### config.mk
export PLATFORM = sky130hd
export DESIGN_NAME = utf8_punctuation_to_ascii_filter_core
export DESIGN_NICKNAME = d
export VERILOG_FILES = /design/src/hw/rtl/ufp_pkg.sv /design/src/hw/rtl/ufp_front.sv /design/src/hw/rtl/ufp_queue.sv /design/src/hw/rtl/ufp_back.sv /design/src/hw/rtl/utf8_punctuation_to_ascii_filter_core.sv
export SDC_FILE = /design/constraint.sdc
export NUM_CORES = 1
export LEC_CHECK = 0
export BUFFER_PORTS_ARGS = -buffer_cell sky130_fd_sc_hd__buf_2
export CAP_MARGIN = 10
export CORE_MARGIN = 3
export CORE_UTILIZATION = 59
export DETAILED_ROUTE_END_ITERATION = 12
export PLACE_DENSITY = 0.79
export REMOVE_ABC_BUFFERS = 1
export SYNTH_ARGS = -nofsm -noshare
export SYNTH_HDL_FRONTEND = slang
export SYNTH_SLANG_ARGS = --single-unit
### constraint.sdc
create_clock -name clk -period 3.3 [get_ports clk]
set_input_delay 0.33 -clock clk [delete_from_list [all_inputs] [get_ports clk]]
set_output_delay 0.33 -clock clk [all_outputs]
set_load 0.005 [all_outputs]
### src/hw/rtl/ufp_pkg.sv
package ufp_pkg;

    localparam logic [7:0] LEAD_E2   = 8'hE2;
    localparam logic [7:0] SECOND_80 = 8'h80;
    localparam logic [7:0] EN_DASH   = 8'h93;
    localparam logic [7:0] EM_DASH   = 8'h94;
    localparam logic [7:0] LSQUO     = 8'h98;
    localparam logic [7:0] RSQUO     = 8'h99;
    localparam logic [7:0] LDQUO     = 8'h9C;
    localparam logic [7:0] RDQUO     = 8'h9D;
    localparam logic [7:0] ELLIPSIS  = 8'hA6;
    localparam logic [7:0] CONT_MASK = 8'hC0;

    localparam logic [6:0] CHAR_SPACE = 7'h20;
    localparam logic [6:0] CHAR_DASH  = 7'h2D;
    localparam logic [6:0] CHAR_APOS  = 7'h27;
    localparam logic [6:0] CHAR_QUOTE = 7'h22;
    localparam logic [6:0] CHAR_DOT   = 7'h2E;
    localparam logic [6:0] CHAR_NONE  = 7'h00;

    // one queue entry: up to three copies of a character, then an optional terminator
    typedef struct packed {
        logic [6:0] ch;
        logic [1:0] count;
        logic       term;
    } cmd_t;

endpackage

### src/hw/rtl/ufp_front.sv
module ufp_front (
    input  logic          clk,
    input  logic          rst_n,
    input  logic          push,
    input  logic          full,
    input  logic [7:0]    text_byte,
    input  logic          text_last,
    output logic          cmd_push,
    output ufp_pkg::cmd_t cmd
);
    import ufp_pkg::*;

    typedef enum logic [3:0] {
        MODE_NORMAL = 4'b0001,
        MODE_AFTER1 = 4'b0010,
        MODE_AFTER2 = 4'b0100,
        MODE_SKIP   = 4'b1000
    } mode_t;

    mode_t mode_reg, mode_next;
    logic  prev_space_reg, prev_space_next;
    logic  emitted_reg, emitted_next;

    logic  accept;
    logic  is_cont;
    logic  is_ws;
    logic  do_fresh;

    assign accept  = push && !full;
    assign is_cont = (text_byte & CONT_MASK) == SECOND_80;
    assign is_ws   = (text_byte == 8'h20) || (text_byte >= 8'h09 && text_byte <= 8'h0D);

    always_comb
    begin
        mode_next       = mode_reg;
        prev_space_next = prev_space_reg;
        emitted_next    = emitted_reg;
        cmd.ch          = CHAR_NONE;
        cmd.count       = 2'd0;
        cmd.term        = text_last;
        do_fresh        = 1'b0;

        case (mode_reg)
            MODE_AFTER1:
            begin
                if (text_byte == SECOND_80)
                    mode_next = MODE_AFTER2;
                else if (is_cont)
                    mode_next = MODE_SKIP;
                else
                    do_fresh = 1'b1;
            end
            MODE_AFTER2:
            begin
                mode_next = MODE_NORMAL;
                case (text_byte)
                    EN_DASH, EM_DASH:
                    begin
                        cmd.ch    = CHAR_DASH;
                        cmd.count = 2'd1;
                    end
                    LSQUO, RSQUO:
                    begin
                        cmd.ch    = CHAR_APOS;
                        cmd.count = 2'd1;
                    end
                    LDQUO, RDQUO:
                    begin
                        cmd.ch    = CHAR_QUOTE;
                        cmd.count = 2'd1;
                    end
                    ELLIPSIS:
                    begin
                        cmd.ch    = CHAR_DOT;
                        cmd.count = 2'd3;
                    end
                    default:
                    begin
                        cmd.count = 2'd0;
                    end
                endcase
                if (cmd.count != 2'd0)
                begin
                    prev_space_next = 1'b0;
                    emitted_next    = 1'b1;
                end
            end
            MODE_SKIP:
            begin
                if (!is_cont)
                    do_fresh = 1'b1;
            end
            default:
            begin
                do_fresh = 1'b1;
            end
        endcase

        if (do_fresh)
        begin
            if (text_byte[7])
            begin
                mode_next = (text_byte == LEAD_E2) ? MODE_AFTER1 : MODE_SKIP;
            end
            else
            begin
                mode_next = MODE_NORMAL;
                if (is_ws)
                begin
                    if (!prev_space_reg && emitted_reg)
                    begin
                        cmd.ch    = CHAR_SPACE;
                        cmd.count = 2'd1;
                    end
                    prev_space_next = 1'b1;
                end
                else
                begin
                    cmd.ch          = text_byte[6:0];
                    cmd.count       = 2'd1;
                    prev_space_next = 1'b0;
                    emitted_next    = 1'b1;
                end
            end
        end

        // end of text returns the decoder to its start state
        if (text_last)
        begin
            mode_next       = MODE_NORMAL;
            prev_space_next = 1'b0;
            emitted_next    = 1'b0;
        end
    end

    assign cmd_push = accept && ((cmd.count != 2'd0) || cmd.term);

    always_ff @(posedge clk or negedge rst_n)
    begin
        if (!rst_n)
        begin
            mode_reg       <= MODE_NORMAL;
            prev_space_reg <= 1'b0;
            emitted_reg    <= 1'b0;
        end
        else if (accept)
        begin
            mode_reg       <= mode_next;
            prev_space_reg <= prev_space_next;
            emitted_reg    <= emitted_next;
        end
    end

endmodule

### src/hw/rtl/ufp_queue.sv
module ufp_queue #(
    parameter int DEPTH = 4
) (
    input  logic          clk,
    input  logic          rst_n,
    input  logic          wr_en,
    input  ufp_pkg::cmd_t wr_data,
    input  logic          rd_en,
    output ufp_pkg::cmd_t rd_data,
    output logic          full,
    output logic          empty
);
    import ufp_pkg::*;

    localparam int PW = (DEPTH > 1) ? $clog2(DEPTH) : 1;
    localparam int CW = $clog2(DEPTH + 1);

    cmd_t          entries_reg [DEPTH];
    logic [PW-1:0] wr_ptr_reg, wr_ptr_next;
    logic [PW-1:0] rd_ptr_reg, rd_ptr_next;
    logic [CW-1:0] count_reg, count_next;

    logic do_wr;
    logic do_rd;

    assign full    = count_reg == CW'(DEPTH);
    assign empty   = count_reg == '0;
    assign do_wr   = wr_en && !full;
    assign do_rd   = rd_en && !empty;
    assign rd_data = entries_reg[rd_ptr_reg];

    always_comb
    begin
        wr_ptr_next = wr_ptr_reg;
        rd_ptr_next = rd_ptr_reg;
        count_next  = count_reg;
        if (do_wr)
            wr_ptr_next = (wr_ptr_reg == PW'(DEPTH - 1)) ? '0 : wr_ptr_reg + 1'b1;
        if (do_rd)
            rd_ptr_next = (rd_ptr_reg == PW'(DEPTH - 1)) ? '0 : rd_ptr_reg + 1'b1;
        if (do_wr && !do_rd)
            count_next = count_reg + 1'b1;
        else if (do_rd && !do_wr)
            count_next = count_reg - 1'b1;
    end

    always_ff @(posedge clk or negedge rst_n)
    begin
        if (!rst_n)
        begin
            wr_ptr_reg <= '0;
            rd_ptr_reg <= '0;
            count_reg  <= '0;
        end
        else
        begin
            wr_ptr_reg <= wr_ptr_next;
            rd_ptr_reg <= rd_ptr_next;
            count_reg  <= count_next;
        end
    end

    always_ff @(posedge clk)
    begin
        if (do_wr)
            entries_reg[wr_ptr_reg] <= wr_data;
    end

endmodule

### src/hw/rtl/ufp_back.sv
module ufp_back (
    input  logic          clk,
    input  logic          rst_n,
    input  ufp_pkg::cmd_t head,
    input  logic          head_empty,
    output logic          head_pop,
    input  logic          pop,
    output logic          empty,
    output logic [6:0]    char_out,
    output logic          char_valid,
    output logic          run_last,
    output logic          text_end
);
    import ufp_pkg::*;

    logic [1:0] sent_reg, sent_next;
    logic       in_chars;
    logic       entry_done;
    logic       take;

    assign in_chars   = sent_reg < head.count;
    assign entry_done = in_chars ? ((sent_reg == head.count - 2'd1) && !head.term) : 1'b1;
    assign take       = pop && !head_empty;

    assign empty      = head_empty;
    assign char_out   = in_chars ? head.ch : CHAR_NONE;
    assign char_valid = in_chars;
    assign text_end   = !in_chars;
    assign run_last   = entry_done;
    assign head_pop   = take && entry_done;

    always_comb
    begin
        sent_next = sent_reg;
        if (take)
            sent_next = entry_done ? 2'd0 : sent_reg + 2'd1;
    end

    always_ff @(posedge clk or negedge rst_n)
    begin
        if (!rst_n)
            sent_reg <= 2'd0;
        else
            sent_reg <= sent_next;
    end

endmodule

### src/hw/rtl/utf8_punctuation_to_ascii_filter_core.sv
// channel   direction  handshake        payload
// input     in         push / full      text_byte[7:0], text_last
// result    out        empty / pop      char_out[6:0], char_valid, run_last, text_end
//
// one byte accepted per cycle while the command queue has room
// each character or terminator is its own beat at the result side, taken by one pop,
// so an ellipsis gives three dot beats and a terminator adds one more
// full rises when DEPTH commands are waiting, from result stalls or multi-beat entries
// rst_n clears decoder state and the queue asynchronously
module utf8_punctuation_to_ascii_filter_core #(
    parameter int DEPTH = 4
) (
    input  logic       clk,
    input  logic       rst_n,
    input  logic       push,
    output logic       full,
    input  logic [7:0] text_byte,
    input  logic       text_last,
    output logic       empty,
    input  logic       pop,
    output logic [6:0] char_out,
    output logic       char_valid,
    output logic       run_last,
    output logic       text_end
);
    import ufp_pkg::*;

    cmd_t front_cmd;
    cmd_t head_cmd;
    logic front_push;
    logic head_empty;
    logic head_pop;

    ufp_front u_front (
        .clk       (clk),
        .rst_n     (rst_n),
        .push      (push),
        .full      (full),
        .text_byte (text_byte),
        .text_last (text_last),
        .cmd_push  (front_push),
        .cmd       (front_cmd)
    );

    ufp_queue #(
        .DEPTH (DEPTH)
    ) u_queue (
        .clk     (clk),
        .rst_n   (rst_n),
        .wr_en   (front_push),
        .wr_data (front_cmd),
        .rd_en   (head_pop),
        .rd_data (head_cmd),
        .full    (full),
        .empty   (head_empty)
    );

    ufp_back u_back (
        .clk        (clk),
        .rst_n      (rst_n),
        .head       (head_cmd),
        .head_empty (head_empty),
        .head_pop   (head_pop),
        .pop        (pop),
        .empty      (empty),
        .char_out   (char_out),
        .char_valid (char_valid),
        .run_last   (run_last),
        .text_end   (text_end)
    );

endmodule

# [After elaboration in Yosys (flattened, before gate mapping)]
# Memory sizes are Yosys's and may differ from the RTL's.
# Cells that the tools add are included.
[word_totals] regBits=15 ram_bits=40 word_cells=105 mem_count=1
[memory_table] name="u_queue.entries_reg" words=4 width=10 rd=1 rd_clocked_by_memory_dff=0 wr=1 line="ufp_queue.sv:18" rtl="cmd_t entries_reg [DEPTH];"
[op_classes] n_addsub=6 n_lt_le_gt_ge=3 n_eq_ne=19 n_mux=39 n_reduce_logical=30
[op_table] cell="8-bit == test (second input constant)" n=9
[op_table] cell="9-bit two-way mux" n=4
[op_table] cell="4-bit two-way mux" n=6
[op_table] cell="6-bit case mux with 4 select lines" n=1
[op_table] cell="1-bit two-way mux" n=17
[op_table] cell="1-bit logical AND" n=11
[op_table] cell="8-bit by 6-bit == test with 1-bit output (second input constant)" n=1
[op_table] cell="8-bit by 4-bit >= comparator with 1-bit output (second input constant)" n=1
[op_table] cell="8-bit by 4-bit <= comparator with 1-bit output (second input constant)" n=1
[op_table] cell="2-bit two-way mux" n=4
[op_table] cell="8-bit two-way mux" n=1
[op_table] cell="4-bit case mux with 2 select lines" n=1
[op_table] cell="1-bit logical NOT" n=7
[op_table] cell="7-bit two-way mux" n=1
[op_table] cell="2-bit by 1-bit adder with 2-bit output (second input constant)" n=3
[op_table] cell="2-bit == test (second input constant)" n=3
[op_table] cell="3-bit two-way mux" n=2
[op_table] cell="2-bit nonzero test" n=3
[op_table] cell="2-bit OR reduction" n=3
[op_table] cell="6-bit OR reduction" n=1
[op_table] cell="5-bit by 2-bit inequality test with 1-bit output (second input constant)" n=1
[op_table] cell="4-bit by 2-bit == test with 1-bit output (second input constant)" n=1
[op_table] cell="4-bit by 3-bit == test with 1-bit output (second input constant)" n=1
[op_table] cell="4-bit == test (second input constant)" n=1
[op_table] cell="other kinds (12)" n=13

# [Depth between registers and ports, before layout]
# Gate-level depths: netlist (run 1).
[logic_depth] ltp_word=17 depth_mapped=14

# [By module]
# Synthesis (run 1) repeated with hierarchy kept, for this count alone.
[hier_totals] hier_cells=206 area_unflattened_um2=2862.7
[by_module_without_submodules] module="ufp_queue" n_inst=1 cells_each=89 area_per_inst_um2=1885.6
[by_module_without_submodules] module="ufp_front" n_inst=1 cells_each=88 area_per_inst_um2=721.9
[by_module_without_submodules] module="ufp_back" n_inst=1 cells_each=29 area_per_inst_um2=255.2

# [Worst setup path after synthesis (run 1)]
# Ideal clock, no wire load.
[synth_path] kind="register to register" start="register u_queue.rd_ptr_reg[0]" end="register u_queue.count_reg[2]" setup_time_ns=0.079 arrival_ns=2.874 path_slack_ns=0.347 stages_incl_launch_ff=14 cell_sequence="dfrtp_1 > mux4_1 > inv_1 > ha_1 > a21o_1 > inv_1 > o31ai_4 > nand2b_4 > ha_1 > inv_1 > fa_1 > xor2_1 > nor2_1 > xor2_1"
[synth_lines] item="start, declared" line="ufp_queue.sv:20" rtl="logic [PW-1:0] rd_ptr_reg, rd_ptr_next;"
[synth_lines] item="start signal, assigned" line="ufp_queue.sv:58" rtl="rd_ptr_reg <= rd_ptr_next;"
[synth_lines] item="memory 4 x 10 bit (*)"
[synth_lines] item="2-bit < comparator (*)" line="ufp_back.sv:21" rtl="assign in_chars = sent_reg < head.count;"
[synth_lines] item="net char_valid" line="utf8_punctuation_to_ascii_filter_core.sv:22" rtl="output logic char_valid,"
[synth_lines] item="1-bit two-way mux (*)" line="ufp_back.sv:22" rtl="assign entry_done = in_chars ? ((sent_reg == head.count - 2'd1) && !head.term) : 1'b1;"
[synth_lines] item="net run_last" line="utf8_punctuation_to_ascii_filter_core.sv:23" rtl="output logic run_last,"
[synth_lines] item="1-bit logical AND (*)" line="ufp_back.sv:30" rtl="assign head_pop = take && entry_done;"
[synth_lines] item="1-bit logical AND (*)" line="ufp_queue.sv:29" rtl="assign do_rd = rd_en && !empty;"
[synth_lines] item="1-bit logical NOT" line="ufp_queue.sv:41" rtl="if (do_wr && !do_rd)"
[synth_lines] item="1-bit logical AND" line="ufp_queue.sv:41"
[synth_lines] item="3-bit two-way mux or 2-bit nonzero test (tied branches)"
[synth_lines] item="end signal, assigned" line="ufp_queue.sv:59" rtl="count_reg <= count_next;"
[synth_lines] item="end, declared" line="ufp_queue.sv:21" rtl="logic [CW-1:0] count_reg, count_next;"
# The timed path passes the listed nets; every way through them passes the cells marked *.
# A chain may end at the register's enable or synchronous reset.

# [Final worst setup path (run 1)]
[layout_path] start="register u_queue.rd_ptr_reg[0]" end="register u_queue.count_reg[2]"
[layout_via] elab_chain_len=10
[layout_lines] item="memory 4 x 10 bit (*)"
[layout_lines] item="2-bit by 1-bit subtractor with 2-bit output" line="ufp_back.sv:22"
[layout_lines] item="2-bit == test" line="ufp_back.sv:22"
[layout_lines] item="1-bit logical AND" line="ufp_back.sv:22"
[layout_lines] item="1-bit two-way mux (*)" line="ufp_back.sv:22"
[layout_lines] item="1-bit logical AND (*)" line="ufp_back.sv:30"
[layout_lines] item="1-bit logical AND (*)" line="ufp_queue.sv:29"
[layout_lines] item="1-bit logical NOT" line="ufp_queue.sv:41"
[layout_lines] item="1-bit logical AND" line="ufp_queue.sv:41"
[layout_lines] item="3-bit two-way mux or 2-bit nonzero test (tied branches)"
# Mark *: on every way between the ends. The rest lies on a longest branch, timed or not.

==> impl_metrics.csv, run 1 <==
group,metric,value,unit
timing,setup-violations-final,0,
placed_design,io_buffer_count,24,
drt,via_per_inst,5.93,
yosys,yosys.area.top_type,"edfxtp_1",
clock_network,cts_tree,"built",
yosys,synth.top_cell.area_share,42.4,%
yosys,ys.warnings.count,0,
pwr,power_density,803,nW/um^2
clock_network,clock-root-buffer,"clkbuf_8",
drt,ant_nets,0,
setup_path,rr_worst_depth,13,
setup_path,path_class,"reg2reg",
drt,dr_wl_met3,131,um
final_layout,drive_gt1_share,20.8,%
clock_network,cts_setup_buffers,0,
setup_path,required,3530,ps
setup_path,reg2reg_slack,240,ps
yosys,synth_edf_count,40,
floorplan,start_util,62.9,%
setup_path,critPathArrivalTime,3290,ps
clock_network,clk_path_buf_depth,2,
yosys,ys_top_cells_by_area,"edfxtp_1 42%, dfrtp_1 12%, mux4_1 8.3%",
clock_network,clkTransAtPathRegs,90,ps
timing,final.setup_skew,7.55,ps
yosys,synth.ff_latch_count,55,
drt,dr.first_iter.drc_count,120,
placed_design,gp_congestion,0.841,
drt,wl_per_cell,17.0,um
worst_hold_path,hp-class,"in2reg",
worst_hold_path,holdPathEnd,"u_queue.entries_reg[0][0]",
flow_run,max_cap_viol_count,0,
timing,tightest_slew,533,ps
drt,vias,1708,
yosys,syn_area,2830,um^2
floorplan,die_area,5670,um^2
global_routing,grt_usage,19.5,%
global_routing,grt_pass1_vias,1657,
timing,slew_headroom,64.5,%
global_routing,antenna_found_initial,0,
final_layout,register_area,1580,um^2
timing,fin_crit,3060,ps
worst_hold_path,holdPathStages,1,
floorplan,rows,24,
final_layout,largest_reg_flops,40,
drt,wl_met1,2.18,mm
floorplan,core,4500,um^2
final_layout,layout.nets,257,
setup_path,end_kind,"register",
timing,tns,0,ps
worst_hold_path,holdCritStartpoint,"text_last",
pwr,p_leak,0.00130,uW
drt,totalWireLength,4.91,mm
global_routing,grt_pass1_wl,8.14,mm
final_layout,area_growth,12.0,%
final_layout,multi_input_area,1190,um^2
timing,finalHoldViolCount,0,
global_routing,grt-ovfl-total,0,
setup_path,startpoint_type,"register",
timing,setup_slack,236,ps
clock_network,cts-buffers-inserted,5,
yosys,synth.top_cells.by_count,"40 x edfxtp_1, 14 x dfrtp_1, 13 x and2_1",
yosys,synth_cell_types,48,
drt,drc,0,
setup_path,r2r_end,"u_queue.count_reg[2]",
drt,top_layer,"met4",
yosys,seq_area_frac_synth,55.7,%
yosys,avgSynthCellArea,13.9,um^2
floorplan,die_y,75.3,um
placed_design,dp_hpwl,3.62,mm
drt,firstDrtPassIters,6,
floorplan,ioPinCount,25,
timing,max_freq,326,MHz
setup_path,path_max_fanout,6,
yosys,synth.most_common_cell,"edfxtp_1",
yosys,syn_inst,204,
final_layout,antennaDiodeCount,0,
timing,slew_violations,0,
global_routing,grt_max_degree,17,
final_layout,fillerInstances,330,
clock_network,clk-insertion-delay-late,300,ps
yosys,ys_async_sr_fraction,27.3,%
floorplan,die_w,75.3,um
pwr,ir_worst_vdd,0.000363,V
timing,rsz0062_at_grt,"false",
clock_network,cts.sinks,55,
yosys,synth_ff_type,"edfxtp_1",
clock_network,cts.htree.levels,2,
timing,fin_crit_sh,92.9,%
placed_design,dpl_worst_slack,164,ps
outcome,status,"finished, final reports clean",
drt,met2WireLength,2.53,mm
setup_path,regToRegStartpoint,"u_queue.rd_ptr_reg[0]",
[how the worst max path moves through the flow]
| stage | startpoint | to | slack, ps |
|---|---|---|---|
| after floorplan | u_queue.rd_ptr_reg[0] | u_queue.count_reg[2] | 90 |
| after global placement | u_queue.rd_ptr_reg[0] | u_queue.count_reg[2] | 300 |
| after detailed placement | u_queue.rd_ptr_reg[0] | u_queue.count_reg[2] | 160 |
| after CTS | u_queue.rd_ptr_reg[0] | u_queue.count_reg[2] | 120 |
| after global routing | u_queue.rd_ptr_reg[0] | u_queue.count_reg[2] | 50 |
| final | u_queue.rd_ptr_reg[0] | u_queue.count_reg[2] | 240 |
[report_power, final]
part / internal, uW / total, uW / switching [uW]
Combinational: 543 / 1010 / 468
Sequential: 913 / 1030 / 121
Clock: 303 / 500 / 197
Total: 1760 / 2550 / 786
[worst max-delay path, cell delays in order, from the launching register on]
cell	delay, ps
dfrtp_2	460
mux4_1	620
inv_1	90
ha_1	220
a21o_1	170
inv_1	100
o31ai_4	110
nand2b_4	110
ha_1	190
inv_1	80
fa_1	440
xor2_1	160
nor2_1	110
xor2_1	140
[through the flow]
stage	util [%]	area (um^2)	total power [uW]	hold slack, ps	cells
after CTS	70.4	3170	2570	319	288
after global placement	67.2	3030	2010	257	279
after global routing	70.4	3170	2730	319	288
after floorplan	-	2810	1730	34.4	198
final	70.4	3170	2550	329	288
after detailed placement	67.2	3030	2070	264	279
[kinds of logic after synthesis]
| family | count (synthesis) | share of synthesized area (%) |
|---|---|---|
| mux | 17 | 12.4 |
| xor+xnor | 4 | 1.72 |
| flops | 55 | 55.7 |
| buf+inv | 16 | 2.30 |
| compound gates | 27 | 7.33 |
| fa+ha+maj | 9 | 4.24 |
| simple gates | 76 | 16.3 |
[layer usage]
metal / vias up / track usage (%)
li1: 837 / -
met1: 826 / 25.8
met2: 41 / 32.7
met3: 4 / 3.17
met4: 0 / 7.18
met5: - / 0
[placed cells by master, fill, tap and decap left out, types with 3 or more instances in the layout]
| cell | synthesis | final |
|---|---|---|
| a21o_1 | 4 | 4 |
| a21oi_1 | 4 | 4 |
| and2_1 | 13 | 13 |
| and3_1 | 4 | 4 |
| buf_2 | 4 | 24 |
| buf_4 | 0 | 5 |
| clkbuf_8 | 0 | 5 |
| dfrtp_1 | 14 | 13 |
| edfxtp_1 | 40 | 40 |
| ha_1 | 8 | 8 |
| inv_1 | 10 | 10 |
| mux2_4 | 4 | 4 |
| mux4_1 | 9 | 9 |
| nand2_1 | 9 | 9 |
| nand2b_1 | 5 | 5 |
| nand3_1 | 3 | 3 |
| nor2_1 | 11 | 11 |
| nor2b_1 | 7 | 7 |
| nor3_1 | 4 | 4 |
| nor3b_1 | 6 | 6 |
| o21ai_0 | 6 | 6 |
| or3_1 | 3 | 3 |
[cell type report]
type | instances | area share (%)
Clock buffer | 6 | 2.29
Clock inverter | 2 | 1.89
Inverter | 10 | 1.18
Multi-Input combinational cell | 133 | 37.5
Sequential cell | 55 | 49.8
Tap cell | 52 | 2.05
Timing Repair Buffer | 30 | 5.29
[what timing repair did]
item,in CTS,in global routing
gates resized for setup,0,1
endpoints found under the hold margin,14,0
hold buffers,1,0
endpoints found under the setup margin,0,1
No activity file was read; power rests on OpenSTA's default activity.
==> run 2, diff against run 1 <==
- SYNTH_HIERARCHICAL: unset -> 1
==> run 2 against run 1 <==
Effect of this change:
- die area grew 0.97%
- synthesized cell count grew 0.98%
- worst hold slack lost 17 ps
- via count grew 2.1%
- highest routed layer unchanged
- largest power group unchanged
- final cell count grew 0.69%
- worst setup slack gained 70 ps
- power shrank 2.4%
- register-to-register slack gained 70 ps
- critical path type unchanged
- clock-buffer cell count shrank 1
==> impl_metrics.csv, run 2 <==
group,metric,value,unit
drt,ant_nets,0,
setup_path,slowest_stage,"mux4_2",
pwr,swShare,31.5,%
yosys,synth.ff_latch_count,55,
global_routing,grt-ovfl-total,0,
yosys,synth_edf_count,40,
pwr,p_sw,783,uW
clock_network,clk_path_buf_depth,2,
flow_run,max_cap_viol_count,0,
drt,via_per_inst,6.01,
timing,whs,312,ps
yosys,synth.most_common_cell,"edfxtp_1",
yosys,synth.top_cell.area_share,42.0,%
global_routing,grt_pass1_vias,1610,
placed_design,io_buffer_count,24,
pwr,p_leak,0.00128,uW
final_layout,largest_reg_flops,40,
yosys,synth_cell_types,60,
drt,wl_per_cell,16.6,um
final_layout,drive_gt1_share,30.7,%
global_routing,grt_usage,19.0,%
timing,slew_headroom,64.2,%
clock_network,clock-root-buffer,"clkbuf_8",
yosys,synth_ff_type,"edfxtp_1",
drt,totalWireLength,4.82,mm
outcome,status,"finished, final reports clean",
clock_network,cts-buffers-inserted,5,
final_layout,area_growth,10.4,%
clock_network,cts.htree.levels,2,
setup_path,end_kind,"register",
placed_design,dp_hpwl,3.63,mm
clock_network,clkTransAtPathRegs,90,ps
worst_hold_path,hp-class,"in2reg",
placed_design,dpl_worst_slack,318,ps
yosys,seq_area_frac_synth,55.1,%
setup_path,cp_num_buf_inv,1,
yosys,synth.top_cells.by_count,"40 x edfxtp_1, 14 x dfrtp_1, 13 x nor2_1",
final_layout,antennaDiodeCount,0,
setup_path,path_max_fanout,4,
drt,dr.first_iter.drc_count,140,
timing,final.setup_skew,7.38,ps
timing,fin_crit,2990,ps
final_layout,final_cell_mix,"40 x edfxtp_1, 24 x buf_2, 14 x dfrtp_1",
pwr,share_comb_of_total_power,41.6,%
timing,tns,0,ps
setup_path,crit_family,"adder cells",
final_layout,mostFrequentLayoutCell,"edfxtp_1",
yosys,ys_async_sr_fraction,27.3,%
timing,setup-violations-final,0,
setup_path,worst_path_largest_cell_delay,550,ps
pwr,ir_worst_vdd,0.000412,V
pwr,p_clk_share,17.0,%
floorplan,core,4500,um^2
clock_network,clk-insertion-delay-late,300,ps
floorplan,ioPinCount,25,
drt,firstDrtPassIters,4,
yosys,yosys.area.top_type,"edfxtp_1",
floorplan,die_w,75.7,um
final_layout,fillerInstances,306,
yosys,syn_area,2860,um^2
yosys,ys.warnings.count,6,
yosys,ys_top_cells_by_area,"edfxtp_1 42%, dfrtp_1 12%, mux4_2 7.9%",
timing,max_freq,334,MHz
timing,slew_violations,0,
timing,fin_crit_sh,90.7,%
floorplan,die_area,5720,um^2
setup_path,startpoint_type,"register",
global_routing,antenna_found_initial,0,
yosys,avgSynthCellArea,13.9,um^2
yosys,syn_inst,206,
floorplan,die_y,75.7,um
setup_path,path_class,"reg2reg",
timing,finalHoldViolCount,0,
placed_design,gp_congestion,0.881,
floorplan,start_util,63.6,%
setup_path,critPathArrivalTime,3190,ps
drt,drc,0,
clock_network,cts_setup_buffers,0,
timing,tightest_slew,537,ps
timing,rsz0062_at_grt,"false",
floorplan,rows,24,
setup_path,cpMostUsedCell,"ha_1",
final_layout,layout.nets,259,
pwr,power_density,786,nW/um^2
pwr,intPower,1700,uW
global_routing,grt_pass1_wl,7.88,mm
setup_path,path_cells,"mux4_2 > ha_1 > o311a_4 > nor2_1 > o31ai_2 > ha_1 > inv_1 > fa_1 > mux2_2",
clock_network,cts.sinks,55,
pwr,pwr-share-seq,41.4,%
clock_network,cts_tree,"built",
global_routing,grt_max_degree,17,
setup_path,required,3490,ps
timing,setup_slack,306,ps
clock_network,ctsResizeCount,0,
drt,vias,1744,
run 2: cell types whose count changed after synthesis, moves of 3 or more:
cell	previous run	this run
and2_1	13	7
and3_1	4	7
buf_4	0	3
mux4_1	9	0
mux4_2	1	10
nand4_1	0	6
nor2b_1	7	1
nor3b_1	6	1
or3_1	3	0
run 2: power groups by stage:
stage               Combinational (uW)  Sequential, uW  Clock (uW)
global placement                  1020            1040           0
floorplan                          706            1040           0
CTS                               1050            1030         435
detailed placement                1040            1050           0
global route                      1170            1050         466
finish                            1030            1030         422
run 2: final cells by class:
class	count	area, um^2	area share (%)
Multi-Input combinational cell	132	1190	37.7
Inverter	12	45.0	1.42
Sequential cell	55	1580	49.9
Timing Repair Buffer	31	175	5.54
Tap cell	52	65.1	2.06
Clock buffer	5	68.8	2.18
Clock inverter	3	38.8	1.23
run 2: what timing repair did:
item	in CTS	in global routing
setup endpoints to repair	0	0
endpoints found under the hold margin	14	0
hold buffers	1	0
run 2: logic make-up (layout without fill, tap and decap cells):
| kind of cell | Yosys count | count (layout) | synth area share (%) |
|---|---|---|---|
| simple gates | 74 | 74 | 16.6 |
| flops | 55 | 55 | 55.1 |
| compound gates | 28 | 28 | 8.35 |
| buf+inv | 19 | 51 | 3.28 |
| mux | 16 | 16 | 10.4 |
| fa+ha+maj | 9 | 9 | 4.20 |
| xor+xnor | 5 | 5 | 2.01 |
run 2: path summary, 6_finish.rpt:
path	startpoint	to	slack, ps	depth (start not counted)
max	u_queue/rd_ptr_reg[0]	u_queue/count_reg[1]	310	9
min	text_last	u_front/emitted_reg	310	2
max reg2reg	u_queue/rd_ptr_reg[0]	u_queue/count_reg[1]	310	9
min reg2reg	u_queue/count_reg[2]	u_queue/count_reg[2]	540	1
max in group asynchronous	rst_n	u_front/mode_reg[0]	2540	2
min in group asynchronous	rst_n	u_queue/rd_ptr_reg[1]	460	2
run 2: metal layers:
metal / wire length, um / track usage [%]
met2: 2460 / 32.4
met5: 0 / 0
met1: 2120 / 24.7
met3: 213 / 4.09
met4: 21 / 5.44
run 2: worst register-to-register path, cell delays in order, from the launching register on:
cell and delay [ps]:
dfrtp_1 440, mux4_2 550, ha_1 320, o311a_4 390, nor2_1 130, o31ai_2 110, ha_1 220, inv_1 70
fa_1 400, mux2_2 270
run 2: per-stage QoR:
stage	std cells	total power, uW	util, %	instance area [um^2]
global placement	281	2060	67.6	3040
detailed placement	281	2090	67.6	3040
global route	290	2680	70.2	3160
floorplan	199	1750	-	2810
CTS	290	2520	70.2	3160
finish	290	2490	70.2	3160
==> run 3, diff against run 2 <==
- ABC_AREA: unset -> 1
- CORE_UTILIZATION: 59 -> 60
- PLACE_DENSITY: 0.79 -> 0.8
==> run 3 against run 2 <==
Effect of this change:
- global-route usage grew 2.1 points
- combinational power grew 25%
- clock skew grew 1.7 ps
- critical path depth grew 4
- largest power group is now combinational cells
- sequential power is essentially flat
- register-to-register slack gained 70 ps
==> impl_metrics.csv, run 3 <==
group,metric,value,unit
final_layout,drive_gt1_share,18.9,%
yosys,ys.warnings.count,6,
final_layout,final_cell_mix,"85 x nand2_1, 68 x inv_1, 40 x edfxtp_1",
setup_path,reg2reg_slack,370,ps
placed_design,gp_congestion,0.818,
drt,wl_per_cell,13.1,um
final_layout,mostFrequentLayoutCell,"nand2_1",
floorplan,die_y,77.8,um
pwr,pwr-share-seq,36.0,%
setup_path,cpMostUsedCell,"nand2_1",
global_routing,grt_max_degree,29,
floorplan,start_util,63.8,%
floorplan,rows,25,
clock_network,clock-root-buffer,"clkbuf_8",
timing,rsz0062_at_grt,"false",
clock_network,clk-insertion-delay-late,300,ps
setup_path,path_class,"reg2reg",
yosys,synth_cell_types,34,
final_layout,layout.nets,397,
timing,final.setup_skew,9.08,ps
global_routing,antenna_found_initial,0,
yosys,avgSynthCellArea,8.97,um^2
clock_network,clk_path_buf_depth,2,
setup_path,end_kind,"register",
timing,setup_slack,374,ps
drt,vias,2291,
floorplan,die_w,77.8,um
flow_run,max_cap_viol_count,0,
setup_path,path_cells,"nand2_1 > o211ai_1 > nand2_1 > ha_1 > nor2_1 > nand3_2 > a21oi_1 > nand2_1 > ha_1 > inv_1 > fa_1 > nand2_1 > o21ai_0",
floorplan,die_area,6050,um^2
global_routing,grt_usage,21.1,%
floorplan,ioPinCount,25,
pwr,p_leak,0.00163,uW
final_layout,area_growth,10.2,%
clock_network,cts-buffers-inserted,5,
setup_path,critPathArrivalTime,3120,ps
timing,fin_crit,2930,ps
yosys,synth.ff_latch_count,55,
outcome,status,"finished, final reports clean",
global_routing,grt_pass1_vias,2233,
timing,tns,0,ps
yosys,yosys.area.top_type,"edfxtp_1",
drt,drc,0,
timing,tightest_slew,465,ps
setup_path,slowest_stage,"dfrtp_1",
final_layout,largest_reg_flops,40,
timing,fin_crit_sh,88.7,%
yosys,ys_top_cells_by_area,"edfxtp_1 39%, dfrtp_1 11%, nand2_1 10%",
clock_network,clkTransAtPathRegs,100,ps
pwr,p_clk_share,18.4,%
timing,slew_headroom,68.7,%
setup_path,path_max_fanout,16,
pwr,swShare,39.4,%
placed_design,io_buffer_count,24,
yosys,synth_edf_count,40,
placed_design,dpl_worst_slack,475,ps
pwr,ir_worst_vdd,0.000515,V
clock_network,cts.sinks,55,
yosys,synth_ff_type,"edfxtp_1",
yosys,synth.most_common_cell,"nand2_1",
setup_path,worst_path_largest_cell_delay,640,ps
floorplan,core,4850,um^2
final_layout,antennaDiodeCount,0,
setup_path,required,3490,ps
pwr,power_density,827,nW/um^2
yosys,ys_async_sr_fraction,27.3,%
timing,slew_violations,0,
pwr,p_sw,1110,uW
clock_network,cts.htree.levels,2,
setup_path,startpoint_type,"register",
yosys,synth.top_cell.area_share,38.8,%
timing,max_freq,342,MHz
clock_network,cts_tree,"built",
drt,totalWireLength,5.80,mm
timing,finalHoldViolCount,0,
pwr,intPower,1710,uW
yosys,syn_inst,345,
drt,ant_nets,0,
worst_hold_path,hp-class,"in2reg",
yosys,seq_area_frac_synth,51.0,%
drt,dr.first_iter.drc_count,153,
yosys,syn_area,3090,um^2
timing,setup-violations-final,0,
drt,via_per_inst,5.17,
global_routing,grt-ovfl-total,0,
placed_design,dp_hpwl,4.13,mm
drt,firstDrtPassIters,4,
global_routing,grt_pass1_wl,10.0,mm
yosys,synth.top_cells.by_count,"85 x nand2_1, 68 x inv_1, 40 x edfxtp_1",
pwr,share_comb_of_total_power,45.6,%
## run 3: cell count changes after synthesis, sizes merged, moves of 7 or more
cell,delta
o211ai,+19
and3,-7
mux4,-10
inv,+62
nand3,+15
nand2,+82
nor2,+25
and2,-8
## run 3: cell families (layout without fill, tap and decap cells)
family,Yosys count,in the layout,synth area share (%)
flops,55,55,51.0
compound gates,36,36,8.94
buf+inv,82,113,11.6
simple gates,161,161,24.0
xor+xnor,2,2,0.566
fa+ha+maj,9,9,3.88
## run 3: metal layers
layer  global-route usage (%)  up-vias  part of all wire (%)  wire (um)
met4                     5.87        0                  0.69         40
li1                         -     1162                     -          -
met2                     36.6       49                    51       2960
met1                     26.9     1076                    44       2560
met5                        0        -                     0          0
met3                     3.94        4                   4.1        237
## run 3: worst max-delay path: cells and delay by family (launching register included)
family,cells,cell delay [ps]
fa+ha+maj,3,940
simple gates,6,730
flops,1,640
compound gates,3,420
buf+inv,1,90
## run 3: per-stage QoR
step / hold WS [ps] / area, um^2 / total power [uW] / util (%) / instances
after floorplan: 34.4 / 3010 / 1900 / - / 337
after global placement: 259 / 3260 / 2250 / 67.3 / 434
after detailed placement: 261 / 3260 / 2300 / 67.3 / 434
after CTS: 321 / 3410 / 2840 / 70.3 / 443
after global routing: 333 / 3410 / 3050 / 70.3 / 443
final: 324 / 3410 / 2820 / 70.3 / 443
## run 3: repair_timing
| action | CTS | global route |
|---|---|---|
| gates resized for setup | 0 | 0 |
| setup buffers | 0 | 0 |
| endpoints found under the setup margin | 0 | 0 |
| endpoints found under the hold margin | 14 | 0 |
| hold buffers | 1 | 0 |
## run 3: layout make-up
class / instances / area, um^2
fillers: 354 / 1440
flip-flops and latches: 55 / 1580
clock buffers: 5 / 68.8
well taps: 67 / 83.8
repair buffers: 31 / 175
inverters: 74 / 278
clock inverters: 3 / 67.6
multi-input cells: 208 / 1160
## run 3: path summary, 6_finish.rpt
| path | from | end | cells past startpoint |
|---|---|---|---|
| worst min-delay path | text_last | u_queue/entries_reg[3][0] | 1 |
| worst max register to register | u_queue/rd_ptr_reg[0] | u_queue/count_reg[1] | 13 |
| worst max-delay path | u_queue/rd_ptr_reg[0] | u_queue/count_reg[1] | 13 |
| max in group asynchronous | rst_n | u_front/mode_reg[0] | 2 |
| worst min register to register | u_front/prev_space_reg | u_front/prev_space_reg | 2 |
| min in group asynchronous | rst_n | u_back/sent_reg[1] | 2 |
## run 3: power groups by stage
stage / logic [uW] / registers (uW) / clock network [uW]
finish: 1290 / 1020 / 518
global placement: 1220 / 1020 / 0
detailed placement: 1270 / 1030 / 0
global route: 1450 / 1040 / 563
CTS: 1290 / 1010 / 528
floorplan: 844 / 1050 / 0
